<file path="config.mk">
export PLATFORM = sky130hd
export DESIGN_NAME = msl_ctrl
export DESIGN_NICKNAME = d
export VERILOG_FILES = /design/src/hw/rtl/msl_pkg.sv /design/src/hw/rtl/msl_ctrl.sv
export SDC_FILE = /design/constraint.sdc
export NUM_CORES = 1
export LEC_CHECK = 0
export BUFFER_PORTS_ARGS = -buffer_cell sky130_fd_sc_hd__buf_4
export CAP_MARGIN = 10
export CORE_AREA = 4 4 41 43
export CTS_CLUSTER_SIZE = 8
export DETAILED_ROUTE_END_ITERATION = 10
export DIE_AREA = 0 0 45 47
export MAX_ROUTING_LAYER = met4
export SYNTH_ARGS = -nofsm -noshare
export SYNTH_HDL_FRONTEND = slang
export SYNTH_SLANG_ARGS = --single-unit
</file>
<file path="constraint.sdc">
create_clock -name clk_i -period 1.3 [get_ports clk_i]
set_input_delay 0.13 -clock clk_i [delete_from_list [all_inputs] [get_ports clk_i]]
set_output_delay 0.13 -clock clk_i [all_outputs]
set_load 0.05 [all_outputs]
</file>
<file path="src/hw/rtl/msl_pkg.sv">
`timescale 1ns / 1ps
// ----------------------------------------------------------------------------
// Median of two sorted lists: shared package
// Payload types, item kinds, status codes and the controller/datapath link.
// ----------------------------------------------------------------------------
package msl_pkg;

  localparam int unsigned ValueWidth     = 32;
  localparam int unsigned ListDepthDflt  = 1024;

  typedef enum logic [1:0] {
    KIND_LOAD_A  = 2'd0,
    KIND_LOAD_B  = 2'd1,
    KIND_COMPUTE = 2'd2
  } kind_e;

  typedef enum logic [1:0] {
    STATUS_OK       = 2'd0,
    STATUS_EMPTY    = 2'd1,
    STATUS_OVERFLOW = 2'd2
  } status_e;

  typedef struct packed {
    logic [1:0]                   kind;
    logic signed [ValueWidth-1:0] value;
  } in_item_t;

  typedef struct packed {
    logic signed [ValueWidth:0] median_doubled;
    logic [1:0]                 status;
  } out_item_t;

  // Commands from the controller to the datapath.
  typedef struct packed {
    logic load_a;
    logic load_b;
    logic start;
    logic step;
    logic finish;
  } cmd_t;

  // Status from the datapath to the controller.
  typedef struct packed {
    logic walk_done;
    logic out_busy;
  } stat_t;

endpackage

</file>
<file path="src/hw/rtl/msl_ctrl.sv">
`timescale 1ns / 1ps
// ----------------------------------------------------------------------------
// Median of two sorted lists: controller
// Sequences loads, the merge walk and the hand-off of the result.
// ----------------------------------------------------------------------------
module msl_ctrl (
  input  logic          clk_i,
  input  logic          rst_ni,
  input  logic          in_valid_i,
  input  logic [1:0]    in_kind_i,
  output logic          in_ready_o,
  input  msl_pkg::stat_t stat_i,
  output msl_pkg::cmd_t  cmd_o
);
  import msl_pkg::*;

  typedef enum logic [1:0] {
    ST_IDLE = 2'b01,
    ST_WALK = 2'b10
  } state_e;

  state_e state_q, state_d;
  logic   accept;

  // A compute transaction waits until the previous result has been taken.
  assign in_ready_o = (state_q == ST_IDLE) &&
                      !((in_kind_i == KIND_COMPUTE) && stat_i.out_busy);
  assign accept     = in_valid_i && in_ready_o;

  always_comb begin
    state_d      = state_q;
    cmd_o        = '0;
    cmd_o.load_a = accept && (in_kind_i == KIND_LOAD_A);
    cmd_o.load_b = accept && (in_kind_i == KIND_LOAD_B);
    case (state_q)
      ST_IDLE: begin
        if (accept && (in_kind_i == KIND_COMPUTE)) begin
          cmd_o.start = 1'b1;
          state_d     = ST_WALK;
        end
      end
      ST_WALK: begin
        if (stat_i.walk_done) begin
          cmd_o.finish = 1'b1;
          state_d      = ST_IDLE;
        end else begin
          cmd_o.step = 1'b1;
        end
      end
      default: state_d = ST_IDLE;
    endcase
  end

  always_ff @(posedge clk_i or negedge rst_ni) begin
    if (!rst_ni) begin
      state_q <= ST_IDLE;
    end else begin
      state_q <= state_d;
    end
  end

endmodule

</file>
==> results of run 1 <==
-- cell usage in the layout (no fill, tap or decap) --
| cell | count |
|---|---|
| or3b_1 | 1 |
| clkbuf_1 | 1 |
| buf_4 | 9 |
| nor3_4 | 2 |
| nor3b_4 | 1 |
| dlygate4sd3_1 | 1 |
| o21bai_1 | 1 |
| nor2_4 | 1 |
| dfrtp_1 | 1 |
| buf_8 | 2 |
| a311oi_4 | 1 |
| inv_4 | 1 |
| dfstp_2 | 1 |
| and3_4 | 1 |
| o21ba_1 | 1 |
| inv_1 | 1 |
| buf_6 | 8 |
| clkbuf_4 | 3 |
| nand3b_1 | 1 |
-- layer usage --
layer	up-vias	GRT usage (%)
li1	100	-
met1	83	6.82
met2	13	6.50
met3	2	3.45
met5	-	-
met4	0	7.02
-- cell families (layout without fill, tap and decap cells) --
kind of cell	Yosys count	in the layout	share of synthesized area [%]
compound gates	3	3	20.4
buf+inv	2	26	5.83
flops	2	2	39.8
simple gates	7	7	34.0
-- through the flow --
| step | hold WS [ns] | setup WS, ns | util [%] | cell area [sq um] | total power, mW |
|---|---|---|---|---|---|
| after floorplan | -0.166 | -0.111 | - | 176 | 0.111 |
| after global placement | -0.0854 | 0.0106 | 23.7 | 308 | 0.150 |
| after detailed placement | -0.0855 | 0.0353 | 23.7 | 308 | 0.149 |
| after CTS | 0.226 | -0.175 | 30.2 | 393 | 0.325 |
| after global routing | 0.225 | -0.195 | 33.7 | 438 | 0.351 |
| final | 0.228 | -0.129 | 33.7 | 438 | 0.326 |
-- where the power goes --
| group | internal, mW | switching [mW] |
|---|---|---|
| registers | 0.0651 | 0.000836 |
| logic | 0.0523 | 0.0550 |
| clock network | 0.114 | 0.0385 |
-- timing repair --
| item | in CTS | in global routing |
|---|---|---|
| hold buffers | 1 | 0 |
| resized for setup | 11 | 6 |
| buffers inserted | 1 | 3 |
| pin swaps | 2 | 3 |
| gates cloned | 0 | 0 |
| endpoints found under the setup margin | 6 | 8 |
| hold endpoints to repair | 2 | 0 |
-- worst max path at each step --
| stage | slack [ns] | end |
|---|---|---|
| global placement | 0.01 | cmd_o[4] |
| global route | -0.20 | cmd_o[3] |
| CTS | -0.17 | cmd_o[3] |
| detailed placement | 0.04 | cmd_o[3] |
| finish | -0.13 | cmd_o[3] |
| floorplan | -0.11 | state_q[0]$_DFFE_PN1P_ |
-- cell type report --
cell class              instances  area, sq um  area share (%)
flip-flops and latches          2         51.3            11.7
well taps                      15         18.8            4.29
inverters                       2         10.0            2.29
multi-input cells              10          134            30.6
clock buffers                   4         26.3            6.00
repair buffers                 20          198            45.1
==> metrics.md, run 1 <==
| Metric | Value |
|---|---|
| Outcome | finished with violations |
| Failing checks | setup timing |
| Top cell type by total area after synthesis | dfstp_2 |
| DRC Markers | 0 |
| Htree depth | 1 |
| Max-slew headroom | 85.3% |
| Critical path endpoint category | output port |
| Drt wl/cell | 9.68 microns |
| Least-Margin Pin Slew | 0.220 ns |
| Placed Cells | 44 |
| #FFs+latches synth | 2 |
| Final Max Slew Viols | 0 |
| Avg Inst Size Synth | 9.21 sq um |
| PortBufs | 12 |
| Most used cell, CP | buf_6 |
| Final setup skew | 0.00708 ns |
| Fin worst setup slack | -0.129 ns |
| R2R setup slack | 0.06 ns |
| Crit. Startpoint | state_q[0]$_DFFE_PN1P_ |
| Area contributors post-synth | dfstp_2, dfrtp_1, nor3_1, o21ba_1, a311oi_1 |
| R2R depth | 5 |
| Tightest Hold Check Type | in2async |
| Clock Path Buffers | 2 |
| Met2 Wirelength | 187 microns |
| DRT Pass-1 Iters | 2 |
| Required @ worst endpoint | 1.17 ns |
| Synth cell types | 12 |
| Met3 routed WL | 69 microns |
| DRT antenna net count | 0 |
| Post-layout net count | 46 |
| CP Launch Type | flip-flop |
| Max-cap violations | 0 |
| Async S/R FF share, synth | 100% |
| Full die area | 2120 sq um |
| Post-Syn Instances | 14 |
| Critical-path maximum fanout | 4 |
| Setup TNS | -0.470 ns |
| Final setup viols | 5 |
| Total grt overflow | 0 |
| Top reg by flops | state_q |
| Die H | 47 microns |
| Main synth FF type | dfstp_2 |
| Worst path slowest cell | dfstp_2 |
| Max reg flops | 2 |
| Mapped Area | 129 sq um |
| Top sig layer | met4 |
| CTS clk-pin slew, worst paths | 0.04 ns |
| Vias | 198 |
| Layout Cells excl Fill | 53 |
| CTS Root Cell | clkbuf_4 |
| Minimum clock period | 1.43 ns |
| CP Cell Sequence | nand3b_1, buf_6, nor3_4, buf_6 |
| Starting DRC count in detailed routing | 3 |
| CTS sink count | 2 |
| Top cell type's share of synthesized area | 20.4% |
| Initial Utilization | 9.90% |
| Worst Path Arrival | 1.30 ns |
| CTS buffer count | 3 |
| Final worst-path cycle share | 110% |
| Sequential fraction of the synthesis area | 39.8% |
| Worst R2R End | state_q[0]$_DFFE_PN1P_ |
| Synth-to-layout area growth | 240% |
| Crit Path Class | reg2out |
| Yosys warns | 0 |
| Top post-synthesis cells by count | inv_1, nor3_1 |
| Met1 Wirelength | 243 microns |
| Die X | 45 microns |
| Final wirelength | 513 microns |
| Worst r2r src | state_q[0]$_DFFE_PN1P_ |
| GRT Total Usage | 6.04% |
| # fillers | 136 |
| Cell count along the critical path | 4 |
| P per Cell Area | 744 nW/um^2 |
| Routability cong. | 0.634 |
| CTS tree | done |
| Antenna cells | 0 |
| Initial antenna violation count | 0 |
| Largest net degree at the start of global routing | 5 |
| Post-synth net total | 21 |
| Row cnt | 13 |
| RSZ-0062 raised after global routing | yes |
| Core area | 1300 sq um |
| Critical path buffers and inverters | 2 |
| Leakage | 0.204 nW |
| Vias in the first global route | 200 |
| I/O pin cnt | 13 |
| Via/cell ratio | 3.74 |
| CP top delay family | flip-flops |
| Critical path's largest stage delay | 0.52 ns |
| Global-route wire length before repair | 779 microns |
| Layout cells sized above 1 | 78.9% |
| Largest regs | state_q: 2 flops |
| Peak supply drop | 0.320 mV |
| Fin. Hold Viols | 0 |
| Post-synth EDFFs | 0 |
| Clk_lat worst skew | 0.23 ns |
| Fmax achieved | 700 MHz |
(Power assumes the default switching activity.)
==> inputs of run 2 (changes only) <==
--- a/config.mk
+++ b/config.mk
@@ -15,3 +15,4 @@
 export SYNTH_ARGS = -nofsm -noshare
 export SYNTH_HDL_FRONTEND = slang
 export SYNTH_SLANG_ARGS = --single-unit
+export TNS_END_PERCENT = 100
==> constraint.sdc (replaced) <==
create_clock -name clk_i -period 1.25 [get_ports clk_i]
set_input_delay 0.125 -clock clk_i [delete_from_list [all_inputs] [get_ports clk_i]]
set_output_delay 0.125 -clock clk_i [all_outputs]
set_load 0.05 [all_outputs]
==> run 2 against run 1 <==
The run still ends with setup timing left. Worst setup slack got worse by 0.025 ns. Die area did not move. Register-to-register slack improved by 0.05 ns.
==> metrics.md, run 2 (synthesis gave the netlist of run 1 again) <==
| Metric | Value |
|---|---|
| Top reg by flops | state_q |
| Post-layout net count | 44 |
| DRT antenna net count | 0 |
| Fin. Hold Viols | 0 |
| Layout cells sized above 1 | 72.2% |
| Crit. Startpoint | state_q[0]$_DFFE_PN1P_ |
| Max reg flops | 2 |
| Initial Utilization | 9.90% |
| Htree depth | 1 |
| P per Cell Area | 859 nW/um^2 |
| Hold Slack | 0.213 ns |
| Failing checks | setup timing |
| Core area | 1300 sq um |
| Max-cap violations | 0 |
| Final setup viols | 5 |
| Required @ worst endpoint | 1.12 ns |
| I/O pin cnt | 13 |
| CTS clk-pin slew, worst paths | 0.04 ns |
| R2R depth | 4 |
| Vias in the first global route | 237 |
| DRT Pass-1 Iters | 1 |
| Setup crit end | cmd_o[3] |
| CTS buffer count | 3 |
| Outcome | finished with violations |
| Global-route wire length before repair | 1.00 mm |
| GRT Total Usage | 7.67% |
| Commonest non-fill, non-tap cell in the layout | buf_4 |
| Vias | 199 |
| R2R setup slack | 0.11 ns |
| CTS sink count | 2 |
| Final Max Slew Viols | 0 |
| Minimum clock period | 1.40 ns |
| Row cnt | 13 |
| Clock Path Buffers | 2 |
| Max-slew headroom | 85.3% |
| Detailed placement HPWL | 471 microns |
| Final Power | 0.337 mW |
| Final setup skew | 0.0151 ns |
| Die H | 47 microns |
| CP Launch Type | flip-flop |
| Initial antenna violation count | 0 |
| Most used cell, CP | buf_6 |
| Critical path's largest stage delay | 0.53 ns |
| Full die area | 2120 sq um |
| Total grt overflow | 0 |
| Critical path endpoint category | output port |
| Fin worst setup slack | -0.154 ns |
| Leakage | 0.193 nW |
| Final wirelength | 587 microns |
| Clk_lat worst skew | 0.24 ns |
| PortBufs | 12 |
| Worst Path Arrival | 1.28 ns |
| Peak supply drop | 0.277 mV |
| Most frequent cells in the layout | buf_4, buf_6, clkbuf_4 |
| Worst R2R End | state_q[0]$_DFFE_PN1P_ |
| Starting DRC count in detailed routing | 0 |
| Final core occ | 30.1% |
| Least-Margin Pin Slew | 0.221 ns |
| Via/cell ratio | 3.90 |
| DRC Markers | 0 |
| Crit Path Class | reg2out |
| Worst path slowest cell | dfstp_2 |
| Largest regs | state_q: 2 flops |
| RSZ-0062 raised after global routing | yes |
| Worst r2r src | state_q[0]$_DFFE_PN1P_ |
| Tightest Hold Check Type | in2async |
| CTS tree | done |
| Antenna cells | 0 |
| Synth-to-layout area growth | 204% |
| Final worst-path cycle share | 112% |
| Fmax achieved | 712 MHz |
| CTS Root Cell | clkbuf_4 |
| Critical-path maximum fanout | 4 |
| Setup TNS | -0.558 ns |
| Die X | 45 microns |
| Routability cong. | 0.718 |
| Drt wl/cell | 11.5 microns |
| Largest net degree at the start of global routing | 5 |
| CP Cell Sequence | nand3b_1, buf_6, nor3_4, buf_6 |
## run 2: what timing repair did
| action | CTS | global route |
|---|---|---|
| setup endpoints to repair | 7 | 6 |
| buffers inserted | 2 | 0 |
| hold endpoints to repair | 2 | 0 |
| hold buffers | 1 | 0 |
| resized for setup | 7 | 0 |
| pin swaps | 2 | 0 |
## run 2: per-layer routing
layer  vias up  global-route usage (%)  wire length [microns]
li1         95                       -                      -
met1        83                    7.50                    237
met2        16                    10.7                    233
met3         5                    3.07                     88
met4         0                    8.77                     27
met5         -                       -                      0
## run 2: final cells by class
cell class	instances	area, sq um
clock buffers	4	26.3
fillers	138	910
inverters	2	7.51
multi-input cells	10	124
flip-flops and latches	2	51.3
well taps	15	18.8
repair buffers	18	164
## run 2: worst min-delay path by stage
stage	start	to	slack, ns
after floorplan	rst_ni	state_q[1]$_DFFE_PN0P_	-0.17
after global placement	rst_ni	state_q[1]$_DFFE_PN0P_	-0.09
after detailed placement	rst_ni	state_q[1]$_DFFE_PN0P_	-0.09
after CTS	rst_ni	state_q[1]$_DFFE_PN0P_	0.21
after global routing	rst_ni	state_q[1]$_DFFE_PN0P_	0.23
final	rst_ni	state_q[1]$_DFFE_PN0P_	0.21
## run 2: worst max-delay path: cells and delay by family (launching register included)
family                 cells  cell delay (ns)
flip-flops                 1             0.53
AND/OR/NAND/NOR            2             0.20
buffers and inverters      2             0.32
## run 2: power breakdown
part / internal, mW / switching (mW)
combinational: 0.0468 / 0.0546
sequential: 0.0677 / 0.00106
clock: 0.119 / 0.0473
total: 0.234 / 0.103
## run 2: per-stage QoR
step | instance area, sq um | setup WS, ns | instances
2_1_floorplan | 183 | -0.160 | 14
3_3_place_gp | 314 | -0.0149 | 44
3_5_place_dp | 314 | -0.0469 | 44
4_1_cts | 392 | -0.169 | 51
5_1_grt | 392 | -0.232 | 51
6_report | 392 | -0.154 | 51
==> inputs of run 3 (changes only) <==
==> constraint.sdc (replaced) <==
create_clock -name clk_i -period 1.25 [get_ports clk_i]
set_input_delay 0.125 -clock clk_i [delete_from_list [all_inputs] [get_ports clk_i]]
set_output_delay 0.125 -clock clk_i [all_outputs]
set_load 0.02 [all_outputs]
==> run 3 against run 2 <==
Sequential power about the same. Worst setup slack better by 0.069 ns. Clock-buffer cell count is the same. Final cell count is 5.9% lower. Register-to-register slack lost 0.05 ns. The flow still finishes with violations (setup timing). Critical path depth decreased by 1.
==> metrics.md, run 3 (synthesis gave the netlist of run 1 again) <==
| Metric | Value |
|---|---|
| CTS buffer count | 3 |
| Fin worst setup slack | -0.0850 ns |
| DRT antenna net count | 0 |
| Max-slew headroom | 79.1% |
| P_int | 0.219 mW |
| Setup crit end | cmd_o[4] |
| Crit Path Class | reg2out |
| Least-Margin Pin Slew | 0.312 ns |
| Leakage | 0.151 nW |
| CP Launch Type | flip-flop |
| Critical path endpoint category | output port |
| Final setup viols | 4 |
| Failing checks | setup timing |
| I/O pin cnt | 13 |
| R2R depth | 4 |
| Core area | 1300 sq um |
| Die X | 45 microns |
| Post-layout net count | 41 |
| CTS Root Cell | clkbuf_4 |
| CTS clk-pin slew, worst paths | 0.04 ns |
| Post-cts resize count | 0 |
| Worst R2R End | state_q[0]$_DFFE_PN1P_ |
| Outcome | finished with violations |
| Critical-path maximum fanout | 4 |
| Final Cell Area | 289 sq um |
| Clk_lat worst skew | 0.23 ns |
| GRT Total Usage | 5.13% |
| Top reg by flops | state_q |
| Worst Path Arrival | 1.21 ns |
| Placed Cells | 41 |
| Peak supply drop | 0.160 mV |
| Crit. Startpoint | state_q[0]$_DFFE_PN1P_ |
| Starting DRC count in detailed routing | 2 |
| Routability cong. | 0.598 |
| Final setup skew | 0.00871 ns |
| Worst r2r src | state_q[0]$_DFFE_PN1P_ |
| CTS sink count | 2 |
| Sw frac | 23.6% |
| Global-route wire length before repair | 676 microns |
| Seq pwr share | 24.1% |
| Vias | 177 |
| Full die area | 2120 sq um |
| Minimum clock period | 1.34 ns |
| Antenna cells | 0 |
| Fin. Hold Viols | 0 |
| Tightest Hold Check Type | in2async |
| Die H | 47 microns |
| DRC Markers | 0 |
| Htree depth | 1 |
| Layout Cells excl Fill | 48 |
| Clock Power Share | 55.9% |
| Max reg flops | 2 |
| Row cnt | 13 |
| Final core occ | 22.2% |
| Layout cells sized above 1 | 54.5% |
| Largest net degree at the start of global routing | 5 |
| Largest regs | state_q: 2 flops |
| Synth-to-layout area growth | 124% |
| PortBufs | 12 |
| Final worst-path cycle share | 107% |
| Max-cap violations | 0 |
| Vias in the first global route | 181 |
| R2R setup slack | 0.06 ns |
| Via/cell ratio | 3.69 |
| Final wirelength | 421 microns |
| Final Max Slew Viols | 0 |
| CTS tree | done |
| Required @ worst endpoint | 1.12 ns |
| Fmax achieved | 749 MHz |
| DRT Pass-1 Iters | 2 |
| Area after DPL | 238 sq um |
| Psw | 0.0676 mW |
| Commonest non-fill, non-tap cell in the layout | buf_4 |
| Initial Utilization | 9.90% |
| Drt wl/cell | 8.77 microns |
| Total grt overflow | 0 |
| Initial antenna violation count | 0 |
| Gate power share | 20.0% |
| Most frequent cells in the layout | buf_4, clkbuf_4, inv_1, nor3_1 |
| P per Cell Area | 991 nW/um^2 |
| RSZ-0062 raised after global routing | yes |
| Clock Path Buffers | 2 |
run 3: changes by cell type in the layout (fill, tap and decap cells not counted), sizes merged:
cell	delta
buf	-3
run 3: worst min-delay path by stage:
stage	start	to	slack, ns	cells after the start
finish	rst_ni	state_q[1]$_DFFE_PN0P_	0.22	2
detailed placement	rst_ni	state_q[1]$_DFFE_PN0P_	-0.09	1
floorplan	rst_ni	state_q[1]$_DFFE_PN0P_	-0.17	0
global route	rst_ni	state_q[1]$_DFFE_PN0P_	0.22	2
global placement	rst_ni	state_q[1]$_DFFE_PN0P_	-0.09	1
CTS	rst_ni	state_q[1]$_DFFE_PN0P_	0.21	2
run 3: power by group through the flow:
stage	Sequential (mW)	Clock [mW]	Combinational (mW)
6_report	0.0690	0.160	0.0574
5_1_grt	0.0691	0.175	0.0630
4_1_cts	0.0690	0.172	0.0543
3_5_place_dp	0.0696	0	0.0482
3_3_place_gp	0.0697	0	0.0479
2_1_floorplan	0.0694	0	0.0197
run 3: critical path: stages, from the launching register on:
cell	delay (ns)
dfstp_2	0.52
nand3b_1	0.14
nor3_1	0.16
buf_4	0.17
run 3: timing repair:
action	CTS	global route
pin swaps	0	2
endpoints found under the hold margin	2	0
setup buffers	1	1
setup endpoints to repair	4	5
hold buffers	1	0
run 3: cell type report:
cell class | instances | area (sq um)
well taps | 15 | 18.8
clock buffers | 4 | 26.3
repair buffers | 15 | 115
multi-input cells | 10 | 70.1
fillers | 158 | 1010
inverters | 2 | 7.51
flip-flops and latches | 2 | 51.3
run 3: metal layers:
metal  routed length (microns)  share of wire (%)  global-route usage, %  up-vias
met5                         0                  0                      -        -
met4                         0                  0                   7.02        0
met3                        38                9.0                   2.30        0
met2                       250                 59                   8.19        5
met1                       132                 31                   3.63       82
li1                          -                  -                      -       90
run 3: through the flow:
| stage | hold WS, ns | TNS (ns) | power, mW | setup WS, ns |
|---|---|---|---|---|
| 6_report | 0.218 | -0.243 | 0.287 | -0.0850 |
| 5_1_grt | 0.217 | -0.586 | 0.308 | -0.153 |
| 4_1_cts | 0.211 | -0.351 | 0.296 | -0.111 |
| 3_5_place_dp | -0.0911 | 0 | 0.118 | 0.119 |
| 3_3_place_gp | -0.0920 | 0 | 0.118 | 0.101 |
| 2_1_floorplan | -0.171 | -0.0469 | 0.0891 | -0.0191 |
